File: src/rtl/core/srt_pkg.sv
// Package for the sorted table: table depth, derived widths, status codes,
// sequencer states and the request/response structs between the modules.
// No dependencies.
package srt_pkg;

  // table capacity and derived widths
  localparam int DEPTH = 64;
  localparam int AW    = $clog2(DEPTH);
  localparam int CW    = $clog2(DEPTH + 1);
  localparam int DW    = 32;
  localparam int CNT_OUT_W = 7;

  // operation codes
  typedef enum logic [0:0] {
    OP_INSERT = 1'b0,
    OP_REMOVE = 1'b1
  } op_t;

  // result status codes
  typedef enum logic [1:0] {
    ST_DONE      = 2'd0,
    ST_FULL      = 2'd1,
    ST_NOT_FOUND = 2'd2
  } status_t;

  // sequencer states
  typedef enum logic [2:0] {
    S_IDLE,
    S_INS_SCAN,
    S_INS_LAST,
    S_REM_SCAN,
    S_FINISH
  } seq_state_t;

  // request into the sequencer
  typedef struct packed {
    op_t             op;
    logic [DW-1:0]   value;
  } srt_req_t;

  // response out of the sequencer
  typedef struct packed {
    status_t               status;
    logic [CNT_OUT_W-1:0]  count;
  } srt_rsp_t;

endpackage

File: src/rtl/core/srt_ram.sv
// Generic simple dual-port RAM: one write port, one read port with
// registered read data. No dependencies.
module srt_ram #(
  parameter int DATA_W = 32,
  parameter int ADDR_W = 6
) (
  input  logic              clk,
  input  logic              we,
  input  logic [ADDR_W-1:0] waddr,
  input  logic [DATA_W-1:0] wdata,
  input  logic [ADDR_W-1:0] raddr,
  output logic [DATA_W-1:0] rdata
);

  logic [DATA_W-1:0] mem [2**ADDR_W];

  // write port
  always_ff @(posedge clk) begin
    if (we) begin
      mem[waddr] <= wdata;
    end
  end

  // registered read port
  always_ff @(posedge clk) begin
    rdata <= mem[raddr];
  end

endmodule

File: src/rtl/core/srt_seq.sv
// Scan-and-shift sequencer for the sorted table: walks the entry RAM one
// entry per cycle, moving entries up (insert) or down (remove).
// Depends on srt_pkg and srt_ram.
module srt_seq
  import srt_pkg::*;
(
  input  logic     clk,
  input  logic     rst,
  input  logic     req_valid,
  output logic     req_ready,
  input  srt_req_t req,
  output logic     rsp_valid,
  input  logic     rsp_ready,
  output srt_rsp_t rsp
);

  seq_state_t      state, state_next;
  logic [CW-1:0]   cnt, cnt_next;
  logic [AW-1:0]   pa, pa_next;       // address whose read data arrives now
  logic            found, found_next;
  status_t         stat, stat_next;
  logic [DW-1:0]   val, val_next;

  logic            we;
  logic [AW-1:0]   waddr, raddr;
  logic [DW-1:0]   wdata, rdata;
  logic [CW-1:0]   last_idx;
  logic            rd_less, rd_eq, rd_greater;

  srt_ram #(.DATA_W(DW), .ADDR_W(AW)) u_ram (
    .clk   (clk),
    .we    (we),
    .waddr (waddr),
    .wdata (wdata),
    .raddr (raddr),
    .rdata (rdata)
  );

  // compare of the arriving entry against the operand
  assign rd_less    = $signed(rdata) < $signed(val);
  assign rd_eq      = rdata == val;
  assign rd_greater = !rd_less && !rd_eq;
  assign last_idx   = cnt - CW'(1);

  assign req_ready  = state == S_IDLE;
  assign rsp_valid  = state == S_FINISH;
  assign rsp.status = stat;
  assign rsp.count  = CNT_OUT_W'(cnt);

  // state and datapath registers
  always_ff @(posedge clk) begin
    if (rst) begin
      state <= S_IDLE;
      cnt   <= '0;
    end else begin
      state <= state_next;
      cnt   <= cnt_next;
    end
    pa    <= pa_next;
    found <= found_next;
    stat  <= stat_next;
    val   <= val_next;
  end

  // next state, RAM control
  always_comb begin
    state_next = state;
    cnt_next   = cnt;
    pa_next    = pa;
    found_next = found;
    stat_next  = stat;
    val_next   = val;
    we         = 1'b0;
    waddr      = pa + AW'(1);
    wdata      = rdata;
    raddr      = pa;
    case (state)
      S_IDLE: begin
        raddr = (req.op == OP_INSERT) ? AW'(last_idx) : '0;
        if (req_valid) begin
          val_next   = req.value;
          stat_next  = ST_DONE;
          found_next = 1'b0;
          if (req.op == OP_INSERT) begin
            pa_next = AW'(last_idx);
            if (cnt == CW'(DEPTH)) begin
              stat_next  = ST_FULL;
              state_next = S_FINISH;
            end else if (cnt == '0) begin
              // empty table: write straight to the bottom entry
              we         = 1'b1;
              waddr      = '0;
              wdata      = req.value;
              cnt_next   = CW'(1);
              state_next = S_FINISH;
            end else begin
              state_next = S_INS_SCAN;
            end
          end else begin
            pa_next = '0;
            if (cnt == '0) begin
              stat_next  = ST_NOT_FOUND;
              state_next = S_FINISH;
            end else begin
              state_next = S_REM_SCAN;
            end
          end
        end
      end
      // insert: walk down from the top, shifting entries up by one
      S_INS_SCAN: begin
        we    = 1'b1;
        waddr = pa + AW'(1);
        raddr = pa - AW'(1);
        if (rd_less) begin
          wdata      = val;
          cnt_next   = cnt + CW'(1);
          state_next = S_FINISH;
        end else begin
          wdata = rdata;
          if (pa == '0) begin
            state_next = S_INS_LAST;
          end else begin
            pa_next = pa - AW'(1);
          end
        end
      end
      // insert at the bottom entry
      S_INS_LAST: begin
        we         = 1'b1;
        waddr      = '0;
        wdata      = val;
        cnt_next   = cnt + CW'(1);
        state_next = S_FINISH;
      end
      // remove: walk up, find first match, then shift later entries down
      S_REM_SCAN: begin
        raddr = pa + AW'(1);
        waddr = pa - AW'(1);
        wdata = rdata;
        if (found) begin
          we = 1'b1;
        end else if (rd_eq) begin
          found_next = 1'b1;
        end
        if (!found && rd_greater) begin
          // passed the spot where the value would sit
          stat_next  = ST_NOT_FOUND;
          state_next = S_FINISH;
        end else if (CW'(pa) == last_idx) begin
          if (found || rd_eq) begin
            cnt_next = cnt - CW'(1);
          end else begin
            stat_next = ST_NOT_FOUND;
          end
          state_next = S_FINISH;
        end else begin
          pa_next = pa + AW'(1);
        end
      end
      S_FINISH: begin
        if (rsp_ready) begin
          state_next = S_IDLE;
        end
      end
      default: begin
        state_next = S_IDLE;
      end
    endcase
  end

endmodule

File: src/rtl/core/sorted_table_insert_remove_top.sv
// Sorted table of signed 32-bit values: insert in order / remove first match.
// Each request is handled alone. An insert scans down from the top entry,
// shifting every larger entry up by one; a remove scans up from the bottom,
// and once it finds its value every entry above the match is shifted down; a
// remove that misses stops at the first larger entry or at the top. An insert
// into a full table or a remove from an empty one goes straight to the result.
// The scan runs over the single entry RAM, one entry read and one entry moved
// per cycle. A new request is accepted once the previous result has moved into
// the output register, even while that result still waits to be taken.
// Depends on srt_pkg and srt_seq.
module sorted_table_insert_remove_top
  import srt_pkg::*;
(
  input  logic        clk,
  input  logic        rst,
  input  logic        s_tvalid,
  output logic        s_tready,
  input  logic [31:0] s_tdata,   // [31:0] value
  input  logic        s_tuser,   // [0] opcode
  output logic        m_tvalid,
  input  logic        m_tready,
  output logic [7:0]  m_tdata,   // [6:0] count, [7] zero
  output logic [1:0]  m_tuser    // [1:0] status
);

  srt_req_t req;
  srt_rsp_t rsp, out_rsp;
  logic     rsp_valid, rsp_ready;

  assign req.op    = op_t'(s_tuser);
  assign req.value = s_tdata;

  srt_seq u_seq (
    .clk       (clk),
    .rst       (rst),
    .req_valid (s_tvalid),
    .req_ready (s_tready),
    .req       (req),
    .rsp_valid (rsp_valid),
    .rsp_ready (rsp_ready),
    .rsp       (rsp)
  );

  // output register
  assign rsp_ready = !m_tvalid || m_tready;

  always_ff @(posedge clk) begin
    if (rst) begin
      m_tvalid <= 1'b0;
    end else if (rsp_ready) begin
      m_tvalid <= rsp_valid;
    end
    if (rsp_ready && rsp_valid) begin
      out_rsp <= rsp;
    end
  end

  assign m_tdata = {1'b0, out_rsp.count};
  assign m_tuser = out_rsp.status;

  // checks
  a_busy_after_accept: assert property (@(posedge clk) disable iff (rst)
    s_tvalid && s_tready |=> !s_tready)
    else $error("request accepted while sequencer busy");

  a_full_count: assert property (@(posedge clk) disable iff (rst)
    m_tvalid && m_tuser == ST_FULL |-> m_tdata[6:0] == CNT_OUT_W'(DEPTH))
    else $error("full status with count below capacity");

  a_rsp_hands_over: assert property (@(posedge clk) disable iff (rst)
    rsp_valid && rsp_ready |=> m_tvalid && s_tready)
    else $error("response not moved to output register");

endmodule

File: config.mk
export PLATFORM = sky130hd
export DESIGN_NAME = sorted_table_insert_remove_top
export DESIGN_NICKNAME = d
export VERILOG_FILES = /design/src/rtl/core/srt_pkg.sv /design/src/rtl/core/srt_ram.sv /design/src/rtl/core/srt_seq.sv /design/src/rtl/core/sorted_table_insert_remove_top.sv
export SDC_FILE = /design/constraint.sdc
export NUM_CORES = 2
export LEC_CHECK = 0
export BUFFER_PORTS_ARGS = -buffer_cell sky130_fd_sc_hd__buf_2
export CORE_MARGIN = 2
export CORE_UTILIZATION = 50
export CTS_BUF_LIST = sky130_fd_sc_hd__clkbuf_4 sky130_fd_sc_hd__clkbuf_8
export CTS_CLUSTER_SIZE = 10
export DETAILED_ROUTE_END_ITERATION = 16
export PLACE_DENSITY = 0.75
export SETUP_SLACK_MARGIN = 0.1
export SYNTH_ARGS = -nofsm -noshare
export SYNTH_HDL_FRONTEND = slang
export SYNTH_SLANG_ARGS = --single-unit
export TNS_END_PERCENT = 30
File: constraint.sdc
create_clock -name clk -period 8.3 [get_ports clk]
set_clock_uncertainty 0.15 [all_clocks]
set_input_delay 0.415 -clock clk [delete_from_list [all_inputs] [get_ports clk]]
set_output_delay 0.415 -clock clk [all_outputs]
set_load 0.005 [all_outputs]
==> summary.md <==
| Metric | Value |
|---|---|
| Clk_lat worst skew | `1.06 ns` |
| Post-CTS Setup Bufs | `0` |
| Critical Path RT | `8.76 ns` |
| Finished layout cell area | `93400 um^2` |
| Mux contribution to synthesized area | `14.7%` |
| Max cap viols | `0` |
| Core footprint | `165000 um^2` |
| Final Non-Filler Cells | `6715` |
| Dominant synthesized flop cell | `edfxtp_1` |
| Final wirelength | `202000 um` |
| Num CTS Buffers | `340` |
| Pin count of the biggest net entering global routing | `128` |
| Hpwl dp | `113000 um` |
| CTS tree | `built` |
| Synth area leader | `edfxtp_1` |
| Met3 GRT Util | `6.34%` |
| Synth Instances | `3986` |
| Seq/Total Area, Yosys | `76.8%` |
| Hold Path Class | `in -> reg` |
| Setup TNS | `0 ns` |
| Worst Tran Pin Value | `1.27 ns` |
| Most used routing layer | `met2` |
| Unrepaired setup endpoints after global routing | `false` |
| Die X | `412 um` |
| Commonest non-fill, non-tap cell in the layout | `edfxtp_1` |
| CP Class | `reg -> reg` |
| CP max FO | `35` |
| Post-cts sizing count | `0` |
| Yosys top cell area share | `75.8%` |
| Mean post-synth cell area | `20.9 um^2` |
| CTS clk-pin slew, worst paths | `0.07 ns` |
| Slew HR | `15.2%` |
| Net count, final | `4363` |
| Initial antenna violation count | `6` |
| CTS Sinks | `2141` |
| Yosys reg bits | `2141` |
| Most frequent cells in the layout | `edfxtp_1 (2098), mux4_2 (512), clkbuf_8 (354)` |
| Post-Synth XOR/XNOR Area | `0.185%` |
| Largest family of logic cells by synthesized area | `multiplexers` |
| Top post-synthesis cells by area | `edfxtp_1 (76%), mux4_2 (14%), nand2_1 (1.3%), dfxtp_1 (1.0%), nand3_1 (0.88%)` |
| H-tree levels | `5` |
| Antenna-violating nets left | `0` |
| Initial core utilization | `50.4%` |
| Routability cong. | `0.966` |
| Cts hold-fix bufs | `68` |
| Residual DRC count | `0` |
| Initial drt markers | `5504` |
| Clock Tree Buf Depth | `4` |
| Finished Core Util | `56.6%` |
| Post-synth EDFFs | `2098` |
| Detailed-route via count | `41936` |
| Vias in the first global route | `41753` |
| Async S/R FF share, synth | `0%` |
| CP arrival | `5.98 ns` |
| Routed vias/inst | `6.25` |
| DIE HEIGHT | `412 um` |
| Die ar. | `170000 um^2` |
| Met1 usage | `33.5%` |
| Layout cell share with drive strength beyond 1 | `27.3%` |
| Adder-Cell Fraction of Synth Area | `0.557%` |
| FILL cells | `11714` |
| Final period util | `66.5%` |
| I/O pins | `49` |
| Min Tclk post-route | `5.52 ns` |
| Compound-Gate Fraction of Synth Area | `2.69%` |
| Synthesized area | `83200 um^2` |
| Fmax | `181 MHz` |
| Grt total ovfl | `0` |
| Startpoint types | `register` |
| PortBufs | `47` |
| First-pass GRT wire length | `289000 um` |
| Finish-stage setup viols | `0` |
| Row count | `149` |
| Critical path capture point type | `register` |
| Fin. Hold Viols | `0` |
| Total GRT Usage | `23.9%` |
| Slew Viols, Final | `0` |
| P&R area growth vs syn | `12.4%` |
| Placed Area | `86500 um^2` |
| Outcome | `finished clean` |
| GR Util met2 | `36.7%` |
| Pre-antenna DRT Iters | `6` |
| Post-Synth Simple-Gate Area | `3.69%` |
| Synth Warn # | `0` |
| DR WL/cell | `30.1 um` |
| Post-Place Cells | `6068` |
| Root buffer cell | `clkbuf_8` |
| Netlist cell types | `70` |
| Syn nets | `4060` |
==> cells in the mapped netlist, types with 5 or more instances <==
master / instances
nor2_1: 95
o21ai_1: 6
o21ai_0: 21
buf_1: 6
ha_1: 37
a211oi_1: 38
nand4_1: 45
buf_2: 124
a221o_1: 35
a22oi_1: 8
nor4_1: 6
clkbuf_1: 84
nand2_1: 291
nor3_1: 10
a22o_1: 63
nand3_1: 147
dfxtp_1: 43
a21o_1: 5
nand2b_1: 6
mux2i_1: 68
mux4_2: 512
xnor2_1: 8
nor2b_1: 5
or3_1: 5
inv_1: 45
a221oi_1: 36
xor2_1: 7
a21oi_1: 27
and3_1: 34
edfxtp_1: 2098
==> layer usage <==
metal	share of wire, %	vias up
li1	-	17275
met1	39	22028
met2	48	2342
met3	11	289
met4	2.9	2
met5	0.0054	-
==> critical path: stages (launching register included) <==
cell and delay [ns]:
dfxtp_1 0.37, inv_1 0.17, ha_1 0.25, or3b_4 0.44, nor4_4 0.26, buf_4 0.39, a21oi_2 0.19, nor2_4 0.26
o2bb2ai_1 0.13, o21ai_1 0.35, nand4_1 0.87, nor2_4 1.25
==> kinds of logic after synthesis <==
group           after synthesis
buf+inv                     262
simple gates                667
fa+ha+maj                    37
compound gates              282
other cells                   1
mux                         580
xor+xnor                     16
flops                      2141
==> final timing paths <==
| check | from | to | slack [ns] | depth (start not counted) |
|---|---|---|---|---|
| worst max-delay path | u_seq.cnt[0] | u_seq.u_ram.mem[42][21] | 2.78 | 11 |
| worst min-delay path | s_tdata[31] | u_seq.val[31] | 0.13 | 2 |
| worst max register to register | u_seq.cnt[0] | u_seq.u_ram.mem[42][21] | 2.78 | 11 |
| worst min register to register | u_seq.cnt[0] | m_tdata[0] | 0.42 | 0 |
==> through the flow <==
step | hold WS, ns | worst slack (ns)
2_1_floorplan | 0.250 | 1.98
3_3_place_gp | 0.403 | 2.80
3_5_place_dp | 0.406 | 2.79
4_1_cts | 0.0195 | 2.80
5_1_grt | 0.0758 | 2.47
6_report | 0.130 | 2.78
==> registers in the layout (all words and copies together), names as in the netlist, 2 cells and up <==
name / cells
u_seq.state: 3
u_seq.u_ram.mem: 2048
m_tuser: 2
u_seq.stat: 2
u_seq.cnt: 7
u_seq.pa: 6
u_seq.u_ram.rdata: 32
u_seq.val: 32
m_tdata: 7
==> area by class of cell <==
cell class | instances | area, um^2 | area share, %
repair buffers | 178 | 1500 | 1.61
diodes | 4 | 10.0 | 0.0107
inverters | 45 | 169 | 0.181
clock buffers | 457 | 5650 | 6.04
flip-flops and latches | 2141 | 63900 | 68.3
multi-input cells | 1583 | 18900 | 20.3
well taps | 2189 | 2740 | 2.93
clock inverters | 118 | 576 | 0.616
Power is left out: the tool's default activity adds up to more than one toggle a clock period on the data nets, which glitch-free logic cannot reach.
